## src/oimw_pkg.sv

```systemverilog
// ----------------------------------------------------------------------------
// oimw_pkg
// Types and constants shared by the weighted interval merger: item formats,
// the queued operation format and the divider lane control group.
// ----------------------------------------------------------------------------
package oimw_pkg;

  localparam int CHROM_W    = 8;
  localparam int POS_W      = 31;
  localparam int DEPTH_W    = 24;
  localparam int NUM_DEPTHS = 6;
  localparam int Q_DEPTH    = 4;
  localparam int Q_AW       = 2;

  typedef logic [1:0] hap_t;
  localparam hap_t HAP_RESET = 2'd1;

  // depth slot order: unk, hap1, hap2, hq unk, hq hap1, hq hap2
  localparam int D_UNK     = 0;
  localparam int D_HAP1    = 1;
  localparam int D_HAP2    = 2;
  localparam int D_HQ_UNK  = 3;
  localparam int D_HQ_HAP1 = 4;
  localparam int D_HQ_HAP2 = 5;

  typedef logic [1:0] op_kind_t;
  localparam op_kind_t OP_MERGE = 2'd0;
  localparam op_kind_t OP_LOAD  = 2'd1;
  localparam op_kind_t OP_FLUSH = 2'd2;

  typedef struct packed {
    logic [CHROM_W-1:0] chrom_id;
    logic [POS_W-1:0]   bin_start;
    logic [POS_W-1:0]   bin_end;
    logic [1:0]         del_flags;
    logic [DEPTH_W-1:0] depth_unk;
    logic [DEPTH_W-1:0] depth_hap1;
    logic [DEPTH_W-1:0] depth_hap2;
    logic [DEPTH_W-1:0] hq_depth_unk;
    logic [DEPTH_W-1:0] hq_depth_hap1;
    logic [DEPTH_W-1:0] hq_depth_hap2;
    logic               last_in;
  } in_item_t;

  typedef struct packed {
    logic [CHROM_W-1:0] out_chrom;
    logic [POS_W-1:0]   out_start;
    logic [POS_W-1:0]   out_end;
    logic [DEPTH_W-1:0] out_depth_unk;
    logic [DEPTH_W-1:0] out_depth_hap1;
    logic [DEPTH_W-1:0] out_depth_hap2;
    logic [DEPTH_W-1:0] out_hq_unk;
    logic [DEPTH_W-1:0] out_hq_hap1;
    logic [DEPTH_W-1:0] out_hq_hap2;
    logic               out_last;
  } out_item_t;

  typedef struct packed {
    op_kind_t                            kind;
    logic                                emit_prev;
    logic                                flush;
    logic [CHROM_W-1:0]                  chrom;
    logic [POS_W-1:0]                    bin_start;
    logic [POS_W-1:0]                    bin_end;
    logic [NUM_DEPTHS-1:0][DEPTH_W-1:0]  depths;
  } op_t;

  typedef struct packed {
    logic mul_en;
    logic add_en;
    logic div_en;
  } lane_ctrl_t;

endpackage

```

## src/oimw_front.sv

```systemverilog
// ----------------------------------------------------------------------------
// oimw_front
// Accepts input items, filters them by haplotype selection and chromosome
// range, classifies each kept item as merge or load against a shadow of
// the held interval's chromosome and end; a last item can also queue a flush.
// ----------------------------------------------------------------------------
module oimw_front #(
  parameter int CHROM_COUNT = 256
) (
  input  logic              clk,
  input  logic              rst,
  input  logic              item_valid,
  output logic              item_ready,
  input  oimw_pkg::in_item_t item_data,
  input  logic              cfg_valid,
  output logic              cfg_ready,
  input  oimw_pkg::hap_t    cfg_data,
  input  logic              q_full,
  output logic              q_push,
  output oimw_pkg::op_t     q_op
);
  import oimw_pkg::*;

  localparam logic [16:0] CHROM_LIM = 17'(CHROM_COUNT);

  hap_t               hap_select;
  logic               sh_valid;
  logic [CHROM_W-1:0] sh_chrom;
  logic [POS_W-1:0]   sh_end;

  logic fire, kept, merge, load, flush;

  assign item_ready = !q_full;
  assign cfg_ready  = 1'b1;
  assign fire       = item_valid && item_ready;

  always_comb begin
    kept  = ((item_data.del_flags & hap_select) != 2'd0) &&
            (17'(item_data.chrom_id) < CHROM_LIM);
    merge = kept && sh_valid && (item_data.chrom_id == sh_chrom) &&
            (item_data.bin_start <= sh_end);
    load  = kept && !merge;
    flush = item_data.last_in && (sh_valid || kept);
  end

  assign q_push = fire && (kept || flush);

  always_comb begin
    q_op.kind      = merge ? OP_MERGE : (load ? OP_LOAD : OP_FLUSH);
    q_op.emit_prev = load && sh_valid;
    q_op.flush     = flush;
    q_op.chrom     = item_data.chrom_id;
    q_op.bin_start = item_data.bin_start;
    q_op.bin_end   = item_data.bin_end;
    q_op.depths[D_UNK]     = item_data.depth_unk;
    q_op.depths[D_HAP1]    = item_data.depth_hap1;
    q_op.depths[D_HAP2]    = item_data.depth_hap2;
    q_op.depths[D_HQ_UNK]  = item_data.hq_depth_unk;
    q_op.depths[D_HQ_HAP1] = item_data.hq_depth_hap1;
    q_op.depths[D_HQ_HAP2] = item_data.hq_depth_hap2;
  end

  always_ff @(posedge clk) begin
    if (rst) begin
      hap_select <= HAP_RESET;
      sh_valid   <= 1'b0;
    end else begin
      if (cfg_valid) begin
        hap_select <= cfg_data;
      end
      if (fire) begin
        if (item_data.last_in) begin
          sh_valid <= 1'b0;
        end else if (load) begin
          sh_valid <= 1'b1;
        end
      end
    end
  end

  // shadow of the held chromosome and end, only read while sh_valid
  always_ff @(posedge clk) begin
    if (fire && load) begin
      sh_chrom <= item_data.chrom_id;
      sh_end   <= item_data.bin_end;
    end else if (fire && merge) begin
      sh_end <= item_data.bin_end;
    end
  end

endmodule

```

## config.mk

```make
export PLATFORM = sky130hd
export DESIGN_NAME = oimw_front
export DESIGN_NICKNAME = d
export VERILOG_FILES = /design/src/oimw_pkg.sv /design/src/oimw_front.sv
export SDC_FILE = /design/constraint.sdc
export NUM_CORES = 1
export LEC_CHECK = 0
export BUFFER_PORTS_ARGS = -buffer_cell sky130_fd_sc_hd__clkbuf_2
export CAP_MARGIN = 20
export CORE_AREA = 2 2 172 174
export DETAILED_ROUTE_END_ITERATION = 12
export DIE_AREA = 0 0 174 176
export PLACE_DENSITY_LB_ADDON = 0.08
export SYNTH_ARGS = -nofsm -noshare
export SYNTH_HDL_FRONTEND = slang
export SYNTH_SLANG_ARGS = --single-unit
```

## constraint.sdc

```tcl
create_clock -name clk -period 8.3 [get_ports clk]
set_input_delay 0.415 -clock clk [delete_from_list [all_inputs] [get_ports clk]]
set_output_delay 0.415 -clock clk [all_outputs]
set_load 0.01 [all_outputs]
```

# == Word-level counts from Yosys, hierarchy flattened ==
# Cells that the tools add are included.
# totals
register_bits,42
inputBits,224
output_inout_bits,221
# op_classes
n_reduce_logical,18
order_cmp,1
eq_ne,1
bitwise,1
muxes,6
# ops
cell,count
2-to-1 mux 31 bit,2
less-or-equal comparator 31 bit,1
logical AND 1 bit,10
== test 8 bit,1
nonzero test 2 bit,3
2-to-1 mux 2 bit,2
bitwise AND 2 bit,1
logical NOT 1 bit,2
logical OR 1 bit,2
2-to-1 mux 1 bit,2
AND reduction 2 bit,1

# == Depth between registers and ports, before layout ==
# logic_depth
ltp_word,9
depth_mapped,8
ltp_nobuf,8

# == Least setup slack after synthesis ==
# Ideal clock, no wire load.
# synth_path
path_type,input -> register
start,input item_data[146] in the netlist's numbering
end,"register sh_chrom[0], enable pin"
required_time_ps,7961
path_stages,4
arrival_time_ps,2526
path_buffers,0
path_slack_ps,5435
path_cell_list,a22o_1 inv_1 nor2_1 o31a_1
# synth_via
elab_chain_len,8
# synth_lines
element,line,source
from (decl),oimw_front.sv:14,"input oimw_pkg::in_item_t item_data,"
bitwise AND 2 bit *,oimw_front.sv:38,kept = ((item_data.del_flags & hap_select) != 2'd0) &&
nonzero test 2 bit *,oimw_front.sv:38,
logical AND 1 bit (3 in a row),oimw_front.sv:40,merge = kept && sh_valid && (item_data.chrom_id == sh_chrom) &&
logical NOT 1 bit,oimw_front.sv:42,load = kept && !merge;
logical AND 1 bit *,oimw_front.sv:42,
logical AND 1 bit *,oimw_front.sv:83,if (fire && load) begin
to (signal assigned),oimw_front.sv:84,sh_chrom <= item_data.chrom_id;
to (decl),oimw_front.sv:28,logic [CHROM_W-1:0] sh_chrom;
# Mark *: on every way between the ends. The rest lies on a longest branch, timed or not.
# A chain may end at the register's enable or synchronous reset.

==> impl_metrics.toml <==
[drt]
avgRoutedWirePerCell_microns = 24.63
antenna_left = 0
drt_first_iter_violations = 63
routed_wl_microns = 18080
vias_per_cell = 3.034
num_vias = 2227
firstDrtPassIters = 4
drc = 0

[clock_network]
cts_setup_buffers = 0
postCtsHoldBufs = 0
ctsResizeCount = 0
cts_buffers = 5
ctsRootBufferMaster = "clkbuf_16"
cts_buffer_depth = 2
cts_tree = "done"
clkLatencyLatePin_ns = 0.29
htreeDepth = 2
clk_pin_slew_ns = 0.07
cts.sinks = 42

[sta]
period_minus_slack_ns = 3.084
finalHoldViolations = 0
clock_skew_ns = 0.006173
grt_setup_unrepaired = "false"
max_freq_mhz = 324.2
worst_pin_slew_ns = 0.5895
drv_slew = 0
slew_headroom = 0.6037
setup_viol = 0
timing.hold.ws_ns = 0.3133
finalCritPeriodShare = 0.3716
fin_setup_tns_ns = 0

[pwr]
ir_drop_uv = 63.59
switching_power_mw = 0.1460
power_density_nw_per_um2 = 154.7
clock_power_share = 0.402
switching_share = 0.2573
combPwrFrac = 0.173
p_int_mw = 0.4216
sequentialPowerShare = 0.425
leakage_nw = 1.698

[setup_path]
worst-setup-path-type = "reg -> out"
critPathArrivalTime_ns = 2.67
critPathMaxFanout = 4
critPathLaunchType = "flop"
ff2ff_setup_slack_ns = 5.71
crit_path_end_kind = "output pin"
required_ns = 7.89

[final_layout]
drive_gt1_frac = 0.4857
synthToLayoutAreaGrowth_pct = -4.804
layout.nets = 604
final_cell_count_no_fill = 734
num_antenna_cells = 0

[die]
die_area_sq_um = 30620
start_util = 0.1350
die_h_microns = 176
fp.dieW_microns = 174
ios = 445
core_area_sq_um = 28550
std_cell_rows = 62

[global_routing]
grt.met1_usage = 0.07473
grt_pass1_vias = 2294
overflow = 0
grt_pass1_wl_microns = 22460
grtUsageMet2 = 0.1743
grt_use_total = 0.1125
antenna_found_initial = 0
busiest_layer = "met2"
use_met3 = 0.1529
grt_max_degree = 33

[yosys]
yosysTopAreaCell = "buf_4"
synth_seq_cells = 42
synth_edf_count = 39
avgSynthCellArea_sq_um = 9.589
async_reset_ff_frac = 0
synth_top_area_frac = 0.4206
synth_area_leaders = "buf_4, edfxtp_1, ha_1"
syn_inst = 402
synth_flop_cell = "edfxtp_1"
syn-cell-area_sq_um = 3855
yosys-top-cells-count = "buf_4, edfxtp_1, inv_1"
ys_seq_area_frac = 0.3194
synth_fp_nets = 657
synth_cell_types = 33
yosysWarnings = 0
yosysMostFrequentCell = "buf_4"

[placed_design]
dp_hpwl_microns = 16860
port_buffers = 155
dp.cells = 726
gp_congestion = 0.8524

[hold_path]
hold_path.class = "in -> reg"

[run_status]
outcome = "finished clean"

[run]
cap_violations = 0
-- routing by layer --
layer  vias to the layer above  share of wire  wire length [microns]
li1                        995              -                      -
met1                       895           0.23                   4190
met5                         -         0.0089                    160
met2                       306           0.44                   8003
met4                         2          0.022                    402
met3                        29           0.29                   5320
-- kinds of logic after synthesis --
group / after synthesis / share of synthesized area
buffers and inverters: 252 / 0.4557
flip-flops: 42 / 0.3194
AND/OR/NAND/NOR: 35 / 0.05258
AO/OA/AOI/OAI: 32 / 0.04999
adder cells (fa/ha/maj): 31 / 0.1006
XOR/XNOR: 8 / 0.01818
other: 1 / 0.0009728
multiplexers: 1 / 0.002597
-- sequential cells by signal, indices dropped and copies added (netlist names) --
signal,count
sh_chrom,8
sh_valid,1
hap_select,2
sh_end,31
-- layout make-up --
type | count | area [sq um]
clock inverters | 3 | 40.04
multi-input cells | 108 | 874.6
flip-flops and latches | 42 | 1231
well taps | 384 | 480.5
clock buffers | 5 | 125.1
fillers | 3335 | 24880
inverters | 36 | 135.1
repair buffers | 156 | 783.3
-- critical path: stages (launching register included) --
cell and delay, ns:
edfxtp_1 0.35, inv_1 0.05, ha_1 0.31, nand4_1 0.29, nor4_2 0.42, a32oi_1 0.15
o31ai_1 0.56, inv_1 0.09, clkbuf_2 0.15
-- stage by stage --
step	power, mW	area [sq um]	setup slack, ns	util
after detailed placement	0.3483	3505	5.298	0.1228
after floorplan	0.3828	3855	5.435	-
final	0.5676	3670	5.216	0.1286
after CTS	0.5864	3670	5.103	0.1286
after global placement	0.3491	3505	5.310	0.1228
after global routing	0.6016	3670	5.011	0.1286
-- power groups by stage --
| stage | Combinational [mW] | Sequential, mW | Clock (mW) |
|---|---|---|---|
| floorplan | 0.137 | 0.246 | 0 |
| global placement | 0.103 | 0.246 | 0 |
| detailed placement | 0.102 | 0.246 | 0 |
| CTS | 0.102 | 0.242 | 0.242 |
| global route | 0.111 | 0.242 | 0.249 |
| finish | 0.0981 | 0.242 | 0.228 |
-- path summary, 6_finish.rpt --
| path | cells after the start | end | from |
|---|---|---|---|
| worst min-delay path | 1 | sh_end[19] | item_data[166] |
| worst min register to register | 2 | hap_select[1] | hap_select[1] |
| worst max register to register | 6 | sh_chrom[1] | sh_end[30] |
| worst max-delay path | 8 | q_op[216] | sh_end[30] |
-- cells in the final DEF, fill, tap and decap left out, types with 3 or more instances in the layout --
cell       instances
nand4_1            6
a21oi_1           15
clkbuf_2         155
edfxtp_1          39
nand2_1            8
clkbuf_16          5
o21ai_0            6
xor2_1             7
inv_1             36
nor2_1             7
ha_1              31
dfxtp_1            3
(Power assumes the default switching activity.)
