===== src/oimw_pkg.sv =====
// ----------------------------------------------------------------------------
// oimw_pkg
// Types and constants shared by the weighted interval merger: item formats,
// the queued operation format and the divider lane control group.
// ----------------------------------------------------------------------------
package oimw_pkg;

  localparam int CHROM_W    = 8;
  localparam int POS_W      = 31;
  localparam int DEPTH_W    = 24;
  localparam int NUM_DEPTHS = 6;
  localparam int Q_DEPTH    = 4;
  localparam int Q_AW       = 2;

  typedef logic [1:0] hap_t;
  localparam hap_t HAP_RESET = 2'd1;

  // depth slot order: unk, hap1, hap2, hq unk, hq hap1, hq hap2
  localparam int D_UNK     = 0;
  localparam int D_HAP1    = 1;
  localparam int D_HAP2    = 2;
  localparam int D_HQ_UNK  = 3;
  localparam int D_HQ_HAP1 = 4;
  localparam int D_HQ_HAP2 = 5;

  typedef logic [1:0] op_kind_t;
  localparam op_kind_t OP_MERGE = 2'd0;
  localparam op_kind_t OP_LOAD  = 2'd1;
  localparam op_kind_t OP_FLUSH = 2'd2;

  typedef struct packed {
    logic [CHROM_W-1:0] chrom_id;
    logic [POS_W-1:0]   bin_start;
    logic [POS_W-1:0]   bin_end;
    logic [1:0]         del_flags;
    logic [DEPTH_W-1:0] depth_unk;
    logic [DEPTH_W-1:0] depth_hap1;
    logic [DEPTH_W-1:0] depth_hap2;
    logic [DEPTH_W-1:0] hq_depth_unk;
    logic [DEPTH_W-1:0] hq_depth_hap1;
    logic [DEPTH_W-1:0] hq_depth_hap2;
    logic               last_in;
  } in_item_t;

  typedef struct packed {
    logic [CHROM_W-1:0] out_chrom;
    logic [POS_W-1:0]   out_start;
    logic [POS_W-1:0]   out_end;
    logic [DEPTH_W-1:0] out_depth_unk;
    logic [DEPTH_W-1:0] out_depth_hap1;
    logic [DEPTH_W-1:0] out_depth_hap2;
    logic [DEPTH_W-1:0] out_hq_unk;
    logic [DEPTH_W-1:0] out_hq_hap1;
    logic [DEPTH_W-1:0] out_hq_hap2;
    logic               out_last;
  } out_item_t;

  typedef struct packed {
    op_kind_t                            kind;
    logic                                emit_prev;
    logic                                flush;
    logic [CHROM_W-1:0]                  chrom;
    logic [POS_W-1:0]                    bin_start;
    logic [POS_W-1:0]                    bin_end;
    logic [NUM_DEPTHS-1:0][DEPTH_W-1:0]  depths;
  } op_t;

  typedef struct packed {
    logic mul_en;
    logic add_en;
    logic div_en;
  } lane_ctrl_t;

endpackage


===== src/oimw_queue.sv =====
// ----------------------------------------------------------------------------
// oimw_queue
// Short first-in first-out queue of classified operations between the
// front and the back.
// ----------------------------------------------------------------------------
module oimw_queue (
  input  logic          clk,
  input  logic          rst,
  input  logic          push,
  input  oimw_pkg::op_t push_op,
  output logic          full,
  input  logic          pop,
  output logic          valid,
  output oimw_pkg::op_t pop_op
);
  import oimw_pkg::*;

  op_t             entries [Q_DEPTH];
  logic [Q_AW-1:0] wr_ptr;
  logic [Q_AW-1:0] rd_ptr;
  logic [Q_AW:0]   count;
  logic            do_push, do_pop;

  assign full    = (count == (Q_AW+1)'(Q_DEPTH));
  assign valid   = (count != '0);
  assign do_push = push && !full;
  assign do_pop  = pop && valid;
  assign pop_op  = entries[rd_ptr];

  always_ff @(posedge clk) begin
    if (rst) begin
      wr_ptr <= '0;
      rd_ptr <= '0;
      count  <= '0;
    end else begin
      if (do_push) begin
        wr_ptr <= wr_ptr + 1'b1;
      end
      if (do_pop) begin
        rd_ptr <= rd_ptr + 1'b1;
      end
      case ({do_push, do_pop})
        2'b10:   count <= count + 1'b1;
        2'b01:   count <= count - 1'b1;
        default: count <= count;
      endcase
    end
  end

  always_ff @(posedge clk) begin
    if (do_push) begin
      entries[wr_ptr] <= push_op;
    end
  end

`ifndef SYNTHESIS
  a_count_bound: assert property (@(posedge clk) disable iff (rst)
    count <= (Q_AW+1)'(Q_DEPTH))
    else $error("queue count beyond depth");
  a_ptr_gap: assert property (@(posedge clk) disable iff (rst)
    (count == '0 || count == (Q_AW+1)'(Q_DEPTH)) |-> wr_ptr == rd_ptr)
    else $error("queue pointers disagree with count");
`endif

endmodule


===== config.mk =====
export PLATFORM = sky130hd
export DESIGN_NAME = oimw_queue
export DESIGN_NICKNAME = d
export VERILOG_FILES = /design/src/oimw_pkg.sv /design/src/oimw_queue.sv
export SDC_FILE = /design/constraint.sdc
export NUM_CORES = 1
export LEC_CHECK = 0
export BUFFER_PORTS_ARGS = -buffer_cell sky130_fd_sc_hd__buf_2
export CORE_MARGIN = 5
export CORE_UTILIZATION = 55
export CTS_BUF_LIST = sky130_fd_sc_hd__clkbuf_2
export CTS_CLUSTER_DIAMETER = 100
export DETAILED_ROUTE_END_ITERATION = 6
export PLACE_DENSITY = 0.87
export SLEW_MARGIN = 15
export SYNTH_ARGS = -nofsm -noshare
export SYNTH_HDL_FRONTEND = slang
export SYNTH_SLANG_ARGS = --single-unit

===== constraint.sdc =====
create_clock -name clk -period 9.21 [get_ports clk]
set_input_delay 1.842 -clock clk [delete_from_list [all_inputs] [get_ports clk]]
set_output_delay 1.842 -clock clk [all_outputs]
set_load 0.01 [all_outputs]

Word level (Yosys, flattened, before mapping)
Memory sizes are Yosys's and may differ from the RTL's. A register that Yosys moved wholly into a read port is not among the register bits.
Cells that the tools add are included.
{"block": "classes", "reduce_logical": 5, "n_eq_ne": 3, "addsub": 4, "mux": 5}
{"operator": "case mux 3 bit (2 select lines)", "n": 1}
{"operator": "adder 2 x 1 -> 2 bit, second input constant", "n": 2}
{"operator": "two-way mux 2 bit", "n": 2}
{"operator": "adder 3 x 1 -> 3 bit, second input constant", "n": 1}
{"operator": "equality test 3 bit, second input constant", "n": 1}
{"operator": "nonzero test 3 bit", "n": 1}
{"operator": "subtractor 3 x 1 -> 3 bit, second input constant", "n": 1}
{"operator": "equality test 2 x 1 -> 1 bit, second input constant", "n": 1}
{"operator": "equality test 2 bit, second input constant", "n": 1}
{"operator": "logical AND 1 bit", "n": 2}
{"operator": "two-way mux 1 bit", "n": 2}
{"operator": "nonzero test 2 bit", "n": 1}
{"operator": "logical NOT 1 bit", "n": 1}
{"block": "totals", "regBits": 7, "in_bits": 222, "memories": 1, "ram_bits": 872}
{"name": "entries", "depth": 4, "width": 218, "rd": 1, "rd_ports_with_merged_regs": 1, "wr": 1, "line": "oimw_queue.sv:18", "text": "op_t entries [Q_DEPTH];"}

Logic depth before layout (Yosys ltp)
{"block": "depth", "word_depth": 5, "ltp_mapped": 9, "mapped_depth_nobuf": 9}

Worst setup path before layout
No wires, ideal clock.
{"block": "synth_path", "path_kind": "input -> register", "from": "input port push", "to": "memory entries[0][0] (netlist bit), enable pin", "path_slack_ns": 1.477, "path_buffers": 0, "cell_stages": 3, "t_required_ns": 8.604, "arrival_time_ns": 7.128, "cell_sequence": "inv_1 -> nor2_1 -> and2_1"}
{"block": "synth_between", "elab_chain_cells": 3}
{"element": "from (decl)", "line": "oimw_queue.sv:9", "text": "input logic push,"}
{"element": "logical AND 1 bit", "line": "oimw_queue.sv:26", "text": "assign do_push = push && !full;"}
{"element": "two-way mux 1 bit", "line": "oimw_queue.sv:51", "text": "if (do_push) begin"}
{"element": "two-way mux 1 bit (not written as such)", "line": "oimw_queue.sv:52", "text": "entries[wr_ptr] <= push_op;"}
{"element": "to (decl)", "line": "oimw_queue.sv:18"}
Every way passes these cells.

==> metrics <==
sequential-to-total area share from yosys stat=0.8280; cell type of the slowest stage on the worst timing path=buf_12; Synth Flop Type=edfxtp_1; clock buffers created by TritonCTS=199; critical path's most frequent cell=buf_12; launching element type of the critical path=register; CTS clk-pin slew, worst paths=~0.11 ns; number of fill cells in the layout=between 3000 and 4000; first drt pass iteration count=5; via count of the first global-routing pass=roughly 16000; count of buffers from port buffering=441; overflow left after global routing=0; RSZ-0062 raised after global routing=no; final-stage net count=just over 2000; area of the placeable core=between 50000 and 60000 µm²; die span in y=250.6 µm; final count of hold timing violations=0; Worst Skew=~0.051 ns; initial standard-cell utilization of the core=0.5540; synthesized instance count=between 1000 and 1500; max-slew violation count=0; number of unique standard cell types used by synthesis=23; post-CTS resize count=0; Post-synth EDFFs=between 800 and 900; cell types with the highest counts after synthesis=872 x edfxtp_1, 218 x mux4_2, 22 x buf_2, 12 x buf_4, 9 x dfxtp_1; terminating pin of the worst hold path=wr_ptr[1]; first-pass GRT wire length=95670 µm; CP Cell Sequence=buf_12, buf_12, mux4_2, buf_2; Max VDD drop=0.0002332 V; CTS Hold Bufs=0; Die ar.=roughly 63000 µm²; capture point of the worst reg-to-reg path=entries[0][119]; total vias in the final route=approximately 15000; upper clock frequency limit=around 170 MHz; insertion delay to the later sink of the worst-skew pair=1.28 ns; path depth of the worst reg2reg path=5; Synth area leaders=edfxtp_1 82%, mux4_2 15%, dfxtp_1 0.57%; Boundary Pins=about 440; combined area of the multi-input logic cells=approximately 5200 µm²; Finished Core Util=0.6404; fraction of final layout cells with drive strength greater than 1=0.5095; share of synthesized flip-flops with an asynchronous set or reset=0; maximum fanout along the worst path=roughly 110; Fin Hold WS=around 0.55 ns; type of the worst setup path=reg2out; count of routing violations after the opening detailed-route iteration=between 1000 and 1500; number of levels the H-tree was split into=4; netlist area before placement=31840 µm²; Yosys top cell area share=0.8224; register area=around 26000 µm²; Syn. warnings=0; final routed wirelength across all metal layers=63620 µm; number of cells in the finished layout apart from fillers=2723; data arrival time of the worst path=just under 4 ns; global routing usage summed across all routing layers=0.2021; synthesis-to-finish area growth=15.60%; CTS Root Cell=clkbuf_2; synthesized net count=1418; count of standard-cell rows=88; power density over the cells=approximately 260 nW/µm²; postcts setup bufs=0; capturing element type of the critical path=primary output; leakage component of the power=12.57 nW; r2r startpoint=count[0]; relative slew slack=0.2820; antenna violations before repair=21; post-detailed-route wirelength per cell=between 20 and 25 µm; most common cell in the synthesized netlist=edfxtp_1; routability-driven placement congestion ratio=just under 0.8; average footprint of a synthesized cell=roughly 27 µm²; slowest cell delay on critical path=0.68 ns; largest area contributor in the netlist=edfxtp_1; CTS tree=done; total number of clock tree sinks=881; synthesis-stage register bit count=around 880; count of antenna-violating nets left after detailed routing=0; CTS Buffer Depth=3; pin count of the biggest net entering global routing=115; average via count per standard cell=approximately 5.5; Setup TNS Final=0 ns; hold wc startpoint=wr_ptr[1]; CP required=between 7 and 8 ns; status=finished clean; slack of the worst reg-to-reg path=5.73 ns; number of instances in the placed design=roughly 2400; Die X=about 250 µm; portion of the clock cycle consumed by the worst path in the final layout=0.6224; MaxCap Viol Count=0; setup violators final=0; number of design rule violations left after detail routing=0; HPWL Detailed=around 39000 µm; hold crit path type=reg2reg; Worst Tran Pin Value=roughly 1.1 ns; post-route minimum period=between 5 and 6 ns; number of instances on the worst hold path=2
==> cells in the final DEF, fill, tap and decap left out, types with 4 or more instances in the layout <==
cell type and n:
and2_4 4, buf_12 7, buf_2 441, buf_4 6, bufinv_16 5, clkbuf_2 297
clkinv_1 38, clkinv_2 4, dfxtp_1 7, diode_2 11, edfxtp_1 872, ha_1 5
inv_1 7, mux4_2 218, nor2_1 7
==> area by class of cell <==
| class | instances | area share |
|---|---|---|
| diodes | 11 | 0.0007479 |
| clock buffers | 297 | 0.04038 |
| clock inverters | 55 | 0.009892 |
| inverters | 7 | 0.0007139 |
| multi-input cells | 253 | 0.1407 |
| flip-flops and latches | 881 | 0.7165 |
| well taps | 765 | 0.02601 |
| repair buffers | 454 | 0.06500 |
==> registers in the layout, indices dropped and copies added, names as in the netlist, named ones only <==
register and cells:
wr_ptr 2, rd_ptr 2, count 3, entries 872
==> metrics by stage <==
step / area, µm² / worst slack (ns) / power [mW]
2_1_floorplan: 31840 / 1.477 / 6.522
3_3_place_gp: 34930 / 4.355 / 7.248
3_5_place_dp: 34930 / 4.274 / 7.321
4_1_cts: 36780 / 3.005 / 9.738
5_1_grt: 36800 / 2.932 / 10.10
6_report: 36810 / 3.478 / 9.587
==> power by group <==
group / switching, mW / internal [mW]
Clock: 1.41 / 0.998
Sequential: 0.0950 / 4.78
Combinational: 1.23 / 1.08
==> how the worst max path moves through the flow <==
stage          startpoint               to  slack (ns)  cells after the start
2_1_floorplan        push    entries[0][0]        1.48                      3
3_3_place_gp         push   entries[0][69]        4.35                      6
3_5_place_dp         push  entries[0][204]        4.27                      6
4_1_cts          register      pop_op[115]        3.00                      4
5_1_grt          register      pop_op[115]        2.93                      4
6_report         register      pop_op[115]        3.48                      4
==> routing by layer <==
layer / GRT usage / part of all wire / up-vias
li1: - / - / 6521
met1: 0.2475 / 0.35 / 7729
met2: 0.3307 / 0.52 / 693
met3: 0.08120 / 0.10 / 120
met4: 0.07235 / 0.023 / 18
met5: 0 / 0.0018 / -
==> worst max-delay path, delay by kind of cell (launching register included) <==
family                 cells  cell delay (ns)
muxes                      1             0.65
buffers and inverters      3             1.38
DFF                        1             0.36
==> cell families (layout without fill, tap and decap cells) <==
logic type | count (synthesis) | count (layout) | synth area share
compound gates | 7 | 7 | 0.001336
buf+inv | 56 | 813 | 0.009588
xor+xnor | 4 | 4 | 0.001100
flops | 881 | 881 | 0.8280
other cells | 0 | 11 | 0
fa+ha+maj | 6 | 6 | 0.002594
mux | 219 | 219 | 0.1545
simple gates | 17 | 17 | 0.002829
Power figures use the tool's default switching activity.
